$ cat src/hw/rtl/rtt_pkg.sv
// ---------------------------------------------------------------------------
// Rectangle tessellator package
// Shared types, register indexes and saturation helper.
// ---------------------------------------------------------------------------
package rtt_pkg;

   localparam int HALF_W  = 30;
   localparam int BIS_LAT = 70;

   localparam logic [2:0] CSR_XF_EN   = 3'd0;
   localparam logic [2:0] CSR_COEF_XX = 3'd1;
   localparam logic [2:0] CSR_COEF_XY = 3'd2;
   localparam logic [2:0] CSR_COEF_YX = 3'd3;
   localparam logic [2:0] CSR_COEF_YY = 3'd4;
   localparam logic [2:0] CSR_SHIFT_X = 3'd5;
   localparam logic [2:0] CSR_SHIFT_Y = 3'd6;

   localparam logic [1:0] CRN_TL = 2'd0;
   localparam logic [1:0] CRN_TR = 2'd1;
   localparam logic [1:0] CRN_BL = 2'd2;
   localparam logic [1:0] CRN_BR = 2'd3;

   typedef struct packed {
      logic signed [31:0] x;
      logic signed [31:0] y;
   } pt_type;

   typedef pt_type [3:0] quad_type;

   typedef struct packed {
      logic              valid;
      logic              stroke;
      logic              xf_en;
      logic [HALF_W-1:0] half;
   } meta_type;

   typedef struct packed {
      pt_type a;
      pt_type b;
      pt_type c;
      logic   last;
   } tri_type;

   function automatic logic signed [31:0] sat32(input logic signed [65:0] v);
      logic signed [31:0] r;
      if (v > 66'sd2147483647) begin
         r = 32'sh7fffffff;
      end else if (v < -66'sd2147483648) begin
         r = 32'sh80000000;
      end else begin
         r = v[31:0];
      end
      return r;
   endfunction

endpackage

$ cat src/hw/rtl/rtt_emit.sv
// ---------------------------------------------------------------------------
// Rectangle tessellator triangle emitter
// Holds one outline and sends out its triangles, one beat per cycle.
// ---------------------------------------------------------------------------
module rtt_emit (
   input  logic                clock,
   input  logic                reset,
   input  rtt_pkg::meta_type   meta_in,
   input  rtt_pkg::quad_type   outer,
   input  rtt_pkg::quad_type   inner,
   output logic                tri_valid,
   output rtt_pkg::tri_type    tri_out
);

   logic              act_ff, act_in;
   logic [2:0]        cnt_ff, cnt_in;
   logic              stroke_ff;
   rtt_pkg::quad_type o_ff, i_ff;
   logic [2:0]        last_idx;
   rtt_pkg::tri_type  tri_in, tri_ff;
   logic              valid_ff;

   assign last_idx = stroke_ff ? 3'd7 : 3'd1;

   always_comb begin
      act_in = act_ff;
      cnt_in = cnt_ff;
      if (meta_in.valid) begin
         act_in = 1'b1;
         cnt_in = '0;
      end else if (act_ff) begin
         if (cnt_ff == last_idx) begin
            act_in = 1'b0;
         end
         cnt_in = cnt_ff + 3'd1;
      end
   end

   always_comb begin
      tri_in.last = (cnt_ff == last_idx);
      tri_in.a    = o_ff[rtt_pkg::CRN_TL];
      tri_in.b    = o_ff[rtt_pkg::CRN_TR];
      tri_in.c    = o_ff[rtt_pkg::CRN_BL];
      case ({stroke_ff, cnt_ff})
         4'b0_000: begin
            tri_in.a = o_ff[rtt_pkg::CRN_TL];
            tri_in.b = o_ff[rtt_pkg::CRN_TR];
            tri_in.c = o_ff[rtt_pkg::CRN_BL];
         end
         4'b0_001: begin
            tri_in.a = o_ff[rtt_pkg::CRN_BL];
            tri_in.b = o_ff[rtt_pkg::CRN_TR];
            tri_in.c = o_ff[rtt_pkg::CRN_BR];
         end
         4'b1_000: begin
            tri_in.a = o_ff[rtt_pkg::CRN_TL];
            tri_in.b = o_ff[rtt_pkg::CRN_TR];
            tri_in.c = i_ff[rtt_pkg::CRN_TL];
         end
         4'b1_001: begin
            tri_in.a = i_ff[rtt_pkg::CRN_TL];
            tri_in.b = o_ff[rtt_pkg::CRN_TR];
            tri_in.c = i_ff[rtt_pkg::CRN_TR];
         end
         4'b1_010: begin
            tri_in.a = o_ff[rtt_pkg::CRN_TR];
            tri_in.b = o_ff[rtt_pkg::CRN_BR];
            tri_in.c = i_ff[rtt_pkg::CRN_TR];
         end
         4'b1_011: begin
            tri_in.a = i_ff[rtt_pkg::CRN_TR];
            tri_in.b = o_ff[rtt_pkg::CRN_BR];
            tri_in.c = i_ff[rtt_pkg::CRN_BR];
         end
         4'b1_100: begin
            tri_in.a = o_ff[rtt_pkg::CRN_BR];
            tri_in.b = o_ff[rtt_pkg::CRN_BL];
            tri_in.c = i_ff[rtt_pkg::CRN_BR];
         end
         4'b1_101: begin
            tri_in.a = i_ff[rtt_pkg::CRN_BR];
            tri_in.b = o_ff[rtt_pkg::CRN_BL];
            tri_in.c = i_ff[rtt_pkg::CRN_BL];
         end
         4'b1_110: begin
            tri_in.a = o_ff[rtt_pkg::CRN_BL];
            tri_in.b = o_ff[rtt_pkg::CRN_TL];
            tri_in.c = i_ff[rtt_pkg::CRN_BL];
         end
         4'b1_111: begin
            tri_in.a = i_ff[rtt_pkg::CRN_BL];
            tri_in.b = o_ff[rtt_pkg::CRN_TL];
            tri_in.c = i_ff[rtt_pkg::CRN_TL];
         end
         default: begin
            tri_in.last = 1'b0;
         end
      endcase
   end

   always_ff @(posedge clock) begin
      if (reset) begin
         act_ff   <= 1'b0;
         cnt_ff   <= '0;
         valid_ff <= 1'b0;
      end else begin
         act_ff   <= act_in;
         cnt_ff   <= cnt_in;
         valid_ff <= act_ff;
      end
   end

   always_ff @(posedge clock) begin
      tri_ff <= tri_in;
      if (meta_in.valid) begin
         stroke_ff <= meta_in.stroke;
         o_ff      <= outer;
         i_ff      <= inner;
      end
   end

   assign tri_valid = valid_ff;
   assign tri_out   = tri_ff;

endmodule

$ cat config.mk
export PLATFORM = sky130hd
export DESIGN_NAME = rtt_emit
export DESIGN_NICKNAME = d
export VERILOG_FILES = /design/src/hw/rtl/rtt_pkg.sv /design/src/hw/rtl/rtt_emit.sv
export SDC_FILE = /design/constraint.sdc
export NUM_CORES = 1
export LEC_CHECK = 0
export ABC_AREA = 1
export BUFFER_PORTS_ARGS = -buffer_cell sky130_fd_sc_hd__buf_2
export CORE_AREA = 5 5 287 289
export DETAILED_ROUTE_END_ITERATION = 6
export DIE_AREA = 0 0 292 294
export GPL_ROUTABILITY_DRIVEN = 0
export PLACE_DENSITY_LB_ADDON = 0.2
export SETUP_SLACK_MARGIN = 0.05
export SLEW_MARGIN = 0
export SYNTH_ARGS = -nofsm -noshare
export SYNTH_HDL_FRONTEND = slang
export SYNTH_SLANG_ARGS = --single-unit
$ cat constraint.sdc
create_clock -name clock -period 2.76 [get_ports clock]
set_clock_uncertainty 0.2 [all_clocks]
set_input_delay 0.552 -clock clock [delete_from_list [all_inputs] [get_ports clock]]
set_output_delay 0.552 -clock clock [all_outputs]
set_load 0.02 [all_outputs]
==> impl_metrics.py <==
metrics = {
    "routing": {
        "viasPerCell": 5.29,
        "wl_per_cell_um": 22.3,
        "wl_um": 129000,
        "drc_errors": 5,
        "vias": 30500,
        "dr.pass1.iters": 7,
        "drt-initial-drc-count": 2936,
        "detail-route-antenna-nets": 0,
    },
    "clock_tree": {
        "clk_pin_slew_worst_paths_ps": 60,
        "clock_latency_ps": 630,
        "postCtsSetupBuffers": 0,
        "cts-root-buf": "clkbuf_16",
        "h-tree-depth": 3,
        "cts_max_path_buffers": 3,
        "cts_sinks": 711,
        "cts_tree": "yes",
        "numCtsBuffers": 82,
    },
    "timing": {
        "fmaxAchievable_mhz": 396,
        "hold_violations": 0,
        "final-max-slew-violation-count": 0,
        "tns_ps": 0,
        "timing.final.crit_share": 0.915,
        "slew_headroom": 0.262,
        "setup_viol": 0,
        "setup_ws_ps": 234,
        "min_period_ps": 2530,
        "worst_hold_slack_ps": 190,
        "worst_slew_pin_slew_ps": 1110,
        "rsz0062_at_grt": "no",
    },
    "global_routing": {
        "grt_util_all_layers": 0.288,
        "grt_max_degree": 137,
        "antenna_found_initial": 9,
        "overflow": 0,
        "grt_pass1_vias": 30400,
        "grt_pass1_wl_um": 189000,
    },
    "run": {
        "maxCapViolations": 0,
    },
    "synthesis": {
        "async_flop_share": 0,
        "yosys_warnings": 0,
        "syn_nets": 4049,
        "synth.cell_area_mm2": 0.0314,
        "syn_inst": 3495,
        "synth_top_flop_cell": "edfxtp_1",
        "ys_ff_latch": 711,
        "synth_cell_types": 22,
        "syn_avg_cell_area_um2": 8.98,
        "synth_edf_count": 513,
        "seq_area_frac_synth": 0.617,
    },
    "die": {
        "row_count": 104,
        "die_area_mm2": 0.0858,
        "start_util": 0.394,
        "core_mm2": 0.0796,
        "io_pins": 741,
        "die_w_um": 292,
        "die_y_um": 294,
    },
    "critical_path": {
        "cp_data_required_time_ps": 3140,
        "critPathKind": "register to register",
        "reg2reg_slack_ps": 230,
        "critPathLaunch": "cnt_ff[1]",
        "rr_startpoint": "cnt_ff[1]",
        "crit_end": "tri_out[152]",
        "path_delay_family": "buffers and inverters",
        "cpMostUsedCell": "nand2_1",
        "cp_slowest_stage_delay_ps": 460,
        "rr_endpoint": "tri_out[152]",
        "worstPathCellList": "inv_1 -> ha_4 -> nand2_1 -> nand2_4 -> nor2_4 -> buf_12 -> buf_4 -> nand4_1 -> nand2_1",
        "crit_buf_inv": 3,
        "arrival_ps": 2910,
        "start_kind": "register",
        "crit_fanout": 52,
        "critPathSlowestCell": "dfxtp_1",
        "crit_path_end_kind": "register",
        "worstSetupPathDepth": 9,
        "rr_worst_depth": 9,
    },
    "final_layout": {
        "final_layout_size_suffix_gt1_frac": 0.197,
        "final_cell_count_no_fill": 5778,
        "fill_cells": 6890,
        "synthToLayoutAreaGrowth_pct": 40.8,
        "final_util": 0.555,
        "layout_common_cells": "1293 x nand2_1, 708 x buf_2, 640 x nand3_1",
        "nets": 5191,
        "final_common_cell": "nand2_1",
        "stdcell_area_mm2": 0.0442,
    },
    "status": {
        "status": "finished with violations",
        "failed_checks": "DRC",
    },
    "placement": {
        "post-place-ws_ps": 247,
        "port_buffers": 709,
        "dp_cells": 5099,
        "dpl.hpwl_um": 75400,
        "place_area_mm2": 0.0361,
    },
    "power_and_ir_drop": {
        "ir_drop_uv": 572,
        "powerDensity_mw_per_mm2": 665,
        "cellLeakagePower_nw": 20.4,
        "finalPower_mw": 29.4,
    },
    "min_path": {
        "hold_class": "primary input to register",
    },
}
==> worst min-delay path by stage <==
| stage | end | startpoint | depth (start not counted) |
|---|---|---|---|
| floorplan | tri_out[77] | o_ff[76] | 2 |
| detailed placement | tri_out[67] | o_ff[66] | 2 |
| finish | o_ff[166] | meta_in[32] | 1 |
| global route | o_ff[61] | meta_in[32] | 1 |
| CTS | o_ff[166] | meta_in[32] | 1 |
| global placement | tri_out[93] | o_ff[92] | 2 |
==> cell usage after synthesis (all sizes together), types with 5 or more instances <==
| library cell | count | share of area |
|---|---|---|
| a21oi | 5 | 0.00080 |
| dfxtp | 198 | 0.13 |
| nand2 | 1303 | 0.16 |
| clkbuf | 30 | 0.0036 |
| ha | 7 | 0.0028 |
| nor2 | 390 | 0.047 |
| edfxtp | 513 | 0.49 |
| inv | 69 | 0.0083 |
| nand3 | 640 | 0.10 |
| buf | 207 | 0.036 |
| nand4 | 128 | 0.026 |
==> repair_timing <==
| action | 4_1_cts | 5_1_grt |
|---|---|---|
| gates resized for setup | 0 | 0 |
| endpoints found under the hold margin | 516 | 0 |
| hold buffers | 514 | 0 |
==> registers in the layout, summed over array words and instances (netlist names) <==
name and flops:
i_ff 256, o_ff 256, tri_out 193, cnt_ff 3, act_ff 1, stroke_ff 1, tri_valid 1
==> routing by layer <==
layer  part of all wire  up-vias  wire [µm]  GRT usage
met5            0.00019        -         25          0
met4              0.051        4       6580      0.137
met3              0.094      422      12000     0.0531
met2               0.48     1865      61500      0.484
met1               0.38    14200      48500      0.362
li1                   -    14000          -          -
==> logic make-up after synthesis <==
family                     Yosys count  synth area share
adders and majority gates            7           0.00279
and+or+nand+nor                   2463             0.331
buffers and inverters              306            0.0476
DFF                                711             0.617
AOI/OAI and AO/OA                    8           0.00140
==> worst register-to-register path, delay by kind of cell (launching register included) <==
family / cells / cell delay [ps]
adders and majority gates: 1 / 250
buffers and inverters: 3 / 910
and+or+nand+nor: 5 / 670
DFF: 1 / 460
==> final cells by class <==
type	instances	area, µm²	share of cell area
well taps	1060	1330	0.0300
diodes	13	32.5	0.000736
flip-flops and latches	711	19400	0.438
multi-input cells	2478	10700	0.242
repair buffers	1295	9590	0.217
clock inverters	45	697	0.0158
clock buffers	107	2230	0.0504
inverters	69	259	0.00586
==> power by group <==
group	total (mW)	internal (mW)	switching, mW
clock network	11.7	7.15	4.59
logic	4.26	1.64	2.62
registers	13.4	12.7	0.717
(Power assumes the default switching activity.)
